## config.mk

```make
export PLATFORM = sky130hd
export DESIGN_NAME = slow_descent_end_detector_unit
export DESIGN_NICKNAME = d
export VERILOG_FILES = /design/src/design/sded_pkg.sv /design/src/design/sded_core.sv /design/src/design/slow_descent_end_detector_unit.sv
export SDC_FILE = /design/constraint.sdc
export NUM_CORES = 1
export LEC_CHECK = 0
export BUFFER_PORTS_ARGS = -buffer_cell sky130_fd_sc_hd__buf_4
export CAP_MARGIN = 20
export CORE_ASPECT_RATIO = 2
export CORE_MARGIN = 4
export CORE_UTILIZATION = 60
export CTS_BUF_LIST = sky130_fd_sc_hd__clkbuf_16
export CTS_CLUSTER_DIAMETER = 30
export DETAILED_ROUTE_END_ITERATION = 12
export GPL_TIMING_DRIVEN = 0
export HOLD_SLACK_MARGIN = 0.1
export MAX_ROUTING_LAYER = met4
export PLACE_DENSITY = 0.8
export SLEW_MARGIN = 20
export SYNTH_ARGS = -nofsm -noshare
export SYNTH_HDL_FRONTEND = slang
export SYNTH_SLANG_ARGS = --single-unit
```

## constraint.sdc

```tcl
create_clock -name clock -period 17.5 [get_ports clock]
set_clock_uncertainty 0.1 [all_clocks]
set_input_delay 0.875 -clock clock [delete_from_list [all_inputs] [get_ports clock]]
set_output_delay 0.875 -clock clock [all_outputs]
set_load 0.03 [all_outputs]
```

## src/design/sded_pkg.sv

```systemverilog
// sded_pkg: shared types and constants for the slow descent end detector
// no dependencies; imported by sded_core and slow_descent_end_detector_unit
`default_nettype none

package sded_pkg;

   // field widths fixed by the item format
   localparam int unsigned PRESSURE_W = 23;
   localparam int unsigned TIME_W     = 32;
   localparam int unsigned CSR_W      = 16;
   localparam int unsigned CSR_IDX_W  = 4;

   // register map
   localparam logic [CSR_IDX_W-1:0] CSR_INTERVAL_MS = 4'd0;
   localparam logic [CSR_IDX_W-1:0] CSR_SLOW_RATIO  = 4'd1;

   // register reset values
   localparam logic [CSR_W-1:0] INTERVAL_MS_RESET = 16'd2000;
   localparam logic [CSR_W-1:0] SLOW_RATIO_RESET  = 16'd3973;

   // fraction bits of the ratio
   localparam int unsigned RATIO_FRAC_W = 24;

   // one result beat
   typedef struct packed {
      logic                  detected;
      logic                  sample_taken;
      logic [PRESSURE_W-1:0] pressure_rise;
   } result_type;

endpackage : sded_pkg

`default_nettype wire

```

## src/design/sded_core.sv

```systemverilog
// sded_core: sample window, keep decision and rise test for one item a cycle
// depends on sded_pkg
`default_nettype none

module sded_core import sded_pkg::*; #(
   parameter int unsigned WINDOW = 10
) (
   input  wire logic                  clock,
   input  wire logic                  reset,
   input  wire logic                  fire,
   input  wire logic [PRESSURE_W-1:0] pressure,
   input  wire logic [TIME_W-1:0]     time_ms,
   input  wire logic [CSR_W-1:0]      interval_ms,
   input  wire logic [CSR_W-1:0]      slow_ratio,
   output result_type                 res
);

   localparam int unsigned FILL_W   = (WINDOW > 2) ? $clog2(WINDOW) : 1;
   localparam int unsigned TAPS     = WINDOW - 1;
   localparam int unsigned PROD_W   = CSR_W + PRESSURE_W;
   localparam int unsigned LHS_W    = PRESSURE_W + RATIO_FRAC_W;

   // kept samples, newest in tap 0; the new sample itself completes the window
   logic [PRESSURE_W-1:0] tap_ff [TAPS];

   logic [FILL_W-1:0]     fill_ff, fill_in;
   logic                  full_ff, full_in;
   logic                  end_found_ff, end_found_in;
   logic [TIME_W-1:0]     last_kept_ff, last_kept_in;

   logic [TIME_W-1:0]     elapsed;
   logic                  keep;
   logic                  full_now;
   logic [PRESSURE_W-1:0] oldest;
   logic [PRESSURE_W:0]   diff;
   logic                  no_fall;
   logic [LHS_W-1:0]      lhs;
   logic [PROD_W-1:0]     rhs;
   logic                  hit;

   // keep decision on wrapping elapsed time
   always_comb begin
      elapsed  = time_ms - last_kept_ff;
      keep     = !end_found_ff && (elapsed >= {{(TIME_W-CSR_W){1'b0}}, interval_ms});
      full_now = full_ff || (fill_ff == FILL_W'(WINDOW - 1));
   end

   // rise against the oldest sample still in the window
   always_comb begin
      oldest  = tap_ff[TAPS-1];
      diff    = {1'b0, pressure} - {1'b0, oldest};
      no_fall = !diff[PRESSURE_W];
      lhs     = {diff[PRESSURE_W-1:0], {RATIO_FRAC_W{1'b0}}};
      rhs     = slow_ratio * oldest;
      hit     = keep && full_now && no_fall && (lhs < {{(LHS_W-PROD_W){1'b0}}, rhs});
   end

   // result of this item
   always_comb begin
      res.detected      = end_found_ff || hit;
      res.sample_taken  = keep;
      res.pressure_rise = hit ? diff[PRESSURE_W-1:0] : '0;
   end

   // next control state
   always_comb begin
      fill_in      = fill_ff;
      full_in      = full_ff;
      end_found_in = end_found_ff;
      last_kept_in = last_kept_ff;
      if (fire && keep) begin
         last_kept_in = time_ms;
         if (!full_ff) begin
            if (fill_ff == FILL_W'(WINDOW - 1)) begin
               full_in = 1'b1;
            end else begin
               fill_in = fill_ff + 1'b1;
            end
         end
         if (hit) begin
            end_found_in = 1'b1;
         end
      end
   end

   // control registers
   always_ff @(posedge clock) begin
      if (reset) begin
         fill_ff      <= '0;
         full_ff      <= 1'b0;
         end_found_ff <= 1'b0;
         last_kept_ff <= '0;
      end else begin
         fill_ff      <= fill_in;
         full_ff      <= full_in;
         end_found_ff <= end_found_in;
         last_kept_ff <= last_kept_in;
      end
   end

   // sample shift line, moves only on a kept sample
   always_ff @(posedge clock) begin
      if (fire && keep) begin
         tap_ff[0] <= pressure;
         for (int i = 1; i < TAPS; i++) begin
            tap_ff[i] <= tap_ff[i-1];
         end
      end
   end

   // a reported rise only comes with detection
   assert property (@(posedge clock) disable iff (reset)
      (res.pressure_rise != '0) |-> res.detected)
      else $error("rise reported without detection");

   // nothing is kept once the end has been found
   assert property (@(posedge clock) disable iff (reset)
      end_found_ff |-> (!res.sample_taken && res.detected))
      else $error("sample kept after detection");

   // detection needs a full window
   assert property (@(posedge clock) disable iff (reset)
      (fire && !end_found_ff && res.detected) |=> full_ff && end_found_ff)
      else $error("detection without a full window");

endmodule : sded_core

`default_nettype wire

```

## src/design/slow_descent_end_detector_unit.sv

```systemverilog
// slow_descent_end_detector_unit: top level with handshakes and registers
// depends on sded_pkg and sded_core
// path: a request beat goes through the input register, then the response register
// throughput: one item per cycle unless rsp_ready stalls; each register holds one
// beat, so a request is taken while a response waits only if the input is empty
// reset: synchronous, clears the window fill, detection flag and last kept time,
// and loads interval_ms = 2000 and slow_ratio = 3973; window contents are not cleared
`default_nettype none

module slow_descent_end_detector_unit import sded_pkg::*; #(
   parameter int unsigned WINDOW = 10
) (
   input  wire logic                  clock,
   input  wire logic                  reset,
   // request channel
   input  wire logic                  req_valid,
   output logic                       req_ready,
   input  wire logic [PRESSURE_W-1:0] req_pressure,
   input  wire logic [TIME_W-1:0]     req_time_ms,
   // response channel
   output logic                       rsp_valid,
   input  wire logic                  rsp_ready,
   output logic                       rsp_detected,
   output logic                       rsp_sample_taken,
   output logic [PRESSURE_W-1:0]      rsp_pressure_rise,
   // register write channel
   input  wire logic                  csr_valid,
   output logic                       csr_ready,
   input  wire logic [CSR_IDX_W-1:0]  csr_index,
   input  wire logic [CSR_W-1:0]      csr_wdata
);

   logic                  in_valid_ff;
   logic [PRESSURE_W-1:0] in_pressure_ff;
   logic [TIME_W-1:0]     in_time_ff;
   logic                  rsp_valid_ff;
   result_type            rsp_ff;
   logic [CSR_W-1:0]      interval_ff;
   logic [CSR_W-1:0]      ratio_ff;

   logic                  advance;
   logic                  req_beat;
   result_type            res;

   // handshake control
   always_comb begin
      advance   = !rsp_valid_ff || rsp_ready;
      req_ready = !in_valid_ff || advance;
      req_beat  = req_valid && req_ready;
      csr_ready = 1'b1;
   end

   // register writes
   always_ff @(posedge clock) begin
      if (reset) begin
         interval_ff <= INTERVAL_MS_RESET;
         ratio_ff    <= SLOW_RATIO_RESET;
      end else if (csr_valid) begin
         unique case (csr_index)
            CSR_INTERVAL_MS: interval_ff <= csr_wdata;
            CSR_SLOW_RATIO:  ratio_ff    <= csr_wdata;
            default: ;
         endcase
      end
   end

   // input register
   always_ff @(posedge clock) begin
      if (reset) begin
         in_valid_ff <= 1'b0;
      end else if (req_ready) begin
         in_valid_ff <= req_valid;
      end
   end

   always_ff @(posedge clock) begin
      if (req_beat) begin
         in_pressure_ff <= req_pressure;
         in_time_ff     <= req_time_ms;
      end
   end

   sded_core #(
      .WINDOW (WINDOW)
   ) u_core (
      .clock       (clock),
      .reset       (reset),
      .fire        (in_valid_ff && advance),
      .pressure    (in_pressure_ff),
      .time_ms     (in_time_ff),
      .interval_ms (interval_ff),
      .slow_ratio  (ratio_ff),
      .res         (res)
   );

   // response register
   always_ff @(posedge clock) begin
      if (reset) begin
         rsp_valid_ff <= 1'b0;
      end else if (advance) begin
         rsp_valid_ff <= in_valid_ff;
      end
   end

   always_ff @(posedge clock) begin
      if (advance && in_valid_ff) begin
         rsp_ff <= res;
      end
   end

   always_comb begin
      rsp_valid         = rsp_valid_ff;
      rsp_detected      = rsp_ff.detected;
      rsp_sample_taken  = rsp_ff.sample_taken;
      rsp_pressure_rise = rsp_ff.pressure_rise;
   end

endmodule : slow_descent_end_detector_unit

`default_nettype wire

```

==> impl_metrics.env <==
export IMPL_nets=3342
export IMPL_cp_max_fo=10
export IMPL_period_share=0.658
export IMPL_gp_congestion=1.04
export IMPL_dp_hpwl_mm=61.4
export IMPL_cts_tree="done"
export IMPL_top_usage_layer="met2"
export IMPL_wire_per_inst_um=22.8
export IMPL_path_common_cell="fa_1"
export IMPL_final_hold_viol_count=0
export IMPL_p_per_area_mw_per_mm2=130
export IMPL_synth_distinct_cells=75
export IMPL_p_sw_w=0.00166
export IMPL_synth_seq_cells=359
export IMPL_leakagePower_nw=13.5
export IMPL_cp_slowest_stage_delay_ps=800
export IMPL_yosysTopAreaCell="edfxtp_1"
export IMPL_power_frac_comb=0.519
export IMPL_vias=19767
export IMPL_grt_first_pass_wirelength_mm=117
export IMPL_ctsResizeCount=0
export IMPL_clk_pin_slew_ps=70
export IMPL_antenna_found_initial=0
export IMPL_fin_crit_ps=11510
export IMPL_worstSetupPathType="flop to flop"
export IMPL_yosys_warnings=0
export IMPL_track_usage=0.330
export IMPL_synth_area_mm2=0.0272
export IMPL_crit_path_top_delay_cell="edfxtp_1"
export IMPL_start_util=0.605
export IMPL_dieArea_mm2=0.0491
export IMPL_switching_share=0.420
export IMPL_ys_async_sr_fraction=0
export IMPL_syn_area_per_cell_um2=10.5
export IMPL_holdBufCountCts=0
export IMPL_grtUsageMet1=0.300
export IMPL_maxSlewHeadroom=0.291
export IMPL_p_int_w=0.00229
export IMPL_worstPathRequired_ps=17720
export IMPL_cts_buffers=43
export IMPL_cts_root_buf="clkbuf_16"
export IMPL_tightest_slew_ps=1060
export IMPL_num_rows=110
export IMPL_routed_wl_mm=76.6
export IMPL_drt_first_pass_iters=7
export IMPL_synth_common_cells="inv_1, nand2_1, fa_1, edfxtp_1, ha_1"
export IMPL_status="complete, no violations"
export IMPL_hold_path_class="flop to flop"
export IMPL_clkPwrFrac=0.232
export IMPL_grt_overflow=0
export IMPL_drive_above_1_share=0.0784
export IMPL_rsz0062_at_grt="false"
export IMPL_arrival_ps=11730
export IMPL_ir_drop_v=0.000106
export IMPL_core_mm2=0.0450
export IMPL_clock_path_buffers=3
export IMPL_ant_nets=0
export IMPL_grt_max_degree=56
export IMPL_cp_start_kind="flop"
export IMPL_first_global_vias=21447
export IMPL_gr_usage_met3=0.0417
export IMPL_setup_viol_count_final=0
export IMPL_met2_usage=0.584
export IMPL_cp_end_kind="flop"
export IMPL_ys_seq_area_frac=0.369
export IMPL_slew_viol_final=0
export IMPL_avgViaCountPerCell=5.87
export IMPL_maxCapViolations=0
export IMPL_clock_sinks=359
export IMPL_syn_inst=2605
export IMPL_drc=0
export IMPL_ys_flop_type="edfxtp_1"
export IMPL_clk_latency_ps=580
export IMPL_seq_power_share=0.249
export IMPL_synth_area_leaders="edfxtp_1, fa_1, ha_1"
export IMPL_post_cts_buffers=0
export IMPL_holdWs_ps=310
export IMPL_pin_count=108
export IMPL_area_growth_pct=11.7
export IMPL_drt_initial_drc_count=1057
export IMPL_fmax_ghz=0.0869
export IMPL_portBuffers=106
export IMPL_die_w_um=159
export IMPL_synth_top_area_share=0.316
export IMPL_synth_edf_count=287
export IMPL_synth_most_common_cell="inv_1"
export IMPL_h_tree_depth=2
export IMPL_antenna_cells=0
export IMPL_die_h_um=309
export IMPL_tns_ps=0
## area by class of cell
| cell class | count | area, um^2 |
|---|---|---|
| sequential | 359 | 10100 |
| clock buffer | 44 | 1100 |
| inverter | 460 | 1730 |
| tap | 560 | 701 |
| buffer | 110 | 438 |
| multi-input combinational | 1683 | 15000 |
| clock inverter | 36 | 418 |
| timing repair buffer | 113 | 943 |
| fill | 3429 | 14600 |
## critical path: cells and delay by family (launching register included)
family,cells,cell delay [ps]
AO/OA/AOI/OAI,9,2310
buffers and inverters,8,1550
adder cells (fa/ha/maj),8,3830
flip-flops,1,800
XOR/XNOR,1,100
AND/OR/NAND/NOR,11,2560
## stage by stage
| step | util | worst slack [ps] | cells | total power [W] | cell area, um^2 |
|---|---|---|---|---|---|
| 3_5_place_dp | 0.642 | 6180 | 3285 | 0.00301 | 28900 |
| 3_3_place_gp | 0.639 | 1140 | 3278 | 0.00297 | 28800 |
| 4_1_cts | 0.676 | 6120 | 3365 | 0.00395 | 30400 |
| 2_1_floorplan | - | 4710 | 2612 | 0.00244 | 27300 |
| 6_report | 0.676 | 5990 | 3365 | 0.00396 | 30400 |
| 5_1_grt | 0.676 | 5520 | 3365 | 0.00424 | 30400 |
## path summary, 6_finish.rpt
check                         from  slack (ps)  cells past startpoint                     to
min           u_core.tap_ff[0][82]         310                      0  u_core.tap_ff[0][105]
max          u_core.tap_ff[0][193]        5990                     37  rsp_pressure_rise[10]
min reg2reg   u_core.tap_ff[0][82]         310                      0  u_core.tap_ff[0][105]
max reg2reg  u_core.tap_ff[0][193]        5990                     37  rsp_pressure_rise[10]
## state kept, by name, summed over array words and instances (netlist names)
| name | count |
|---|---|
| u_core.end_found_ff | 1 |
| u_core.fill_ff | 4 |
| interval_ff | 16 |
| ratio_ff | 16 |
| in_valid_ff | 1 |
| u_core.tap_ff | 207 |
| u_core.last_kept_ff | 32 |
| rsp_valid | 1 |
| rsp_detected | 1 |
| in_time_ff | 32 |
| in_pressure_ff | 23 |
| rsp_pressure_rise | 23 |
| u_core.full_ff | 1 |
| rsp_sample_taken | 1 |
## logic make-up after synthesis
logic type / count (synthesis) / share of synthesized area
xor+xnor: 57 / 0.0183
fa+ha+maj: 492 / 0.307
mux: 11 / 0.00418
other cells: 2 / 0.000276
compound gates: 385 / 0.0906
simple gates: 729 / 0.131
flops: 359 / 0.369
buf+inv: 570 / 0.0795
## routing by layer
metal / up-vias / share of wire
met5: - / 0
met4: 0 / 0.12
met3: 394 / 0.043
met2: 754 / 0.54
met1: 9746 / 0.30
li1: 8873 / -
## power by group through the flow
stage / Combinational, W / Sequential, W / Clock [W]
6_report: 0.00205 / 0.000985 / 0.000919
5_1_grt: 0.00228 / 0.000987 / 0.000975
4_1_cts: 0.00203 / 0.000985 / 0.000935
3_5_place_dp: 0.00201 / 0.00100 / 0
3_3_place_gp: 0.00196 / 0.00101 / 0
2_1_floorplan: 0.00144 / 0.00100 / 0
## layout by cell type (no fill, tap or decap), types with 7 or more instances in the layout
cell type	n
a211oi_1	12
a21o_1	40
a21oi_1	128
a31oi_1	10
and2_1	163
buf_2	7
buf_4	108
clkbuf_1	99
clkbuf_16	44
conb_1	9
dfxtp_1	72
edfxtp_1	287
fa_1	294
ha_1	198
inv_1	465
inv_8	7
mux2i_1	8
nand2_1	329
nand2b_1	17
nand3_1	30
nand4_1	17
nor2_1	60
nor2b_1	17
nor3_1	20
nor4_1	9
o211ai_1	19
o21a_1	17
o21ai_0	76
o21bai_1	7
o31ai_1	9
or3_1	36
xnor2_1	37
xor2_1	20
(Power assumes the default switching activity.)
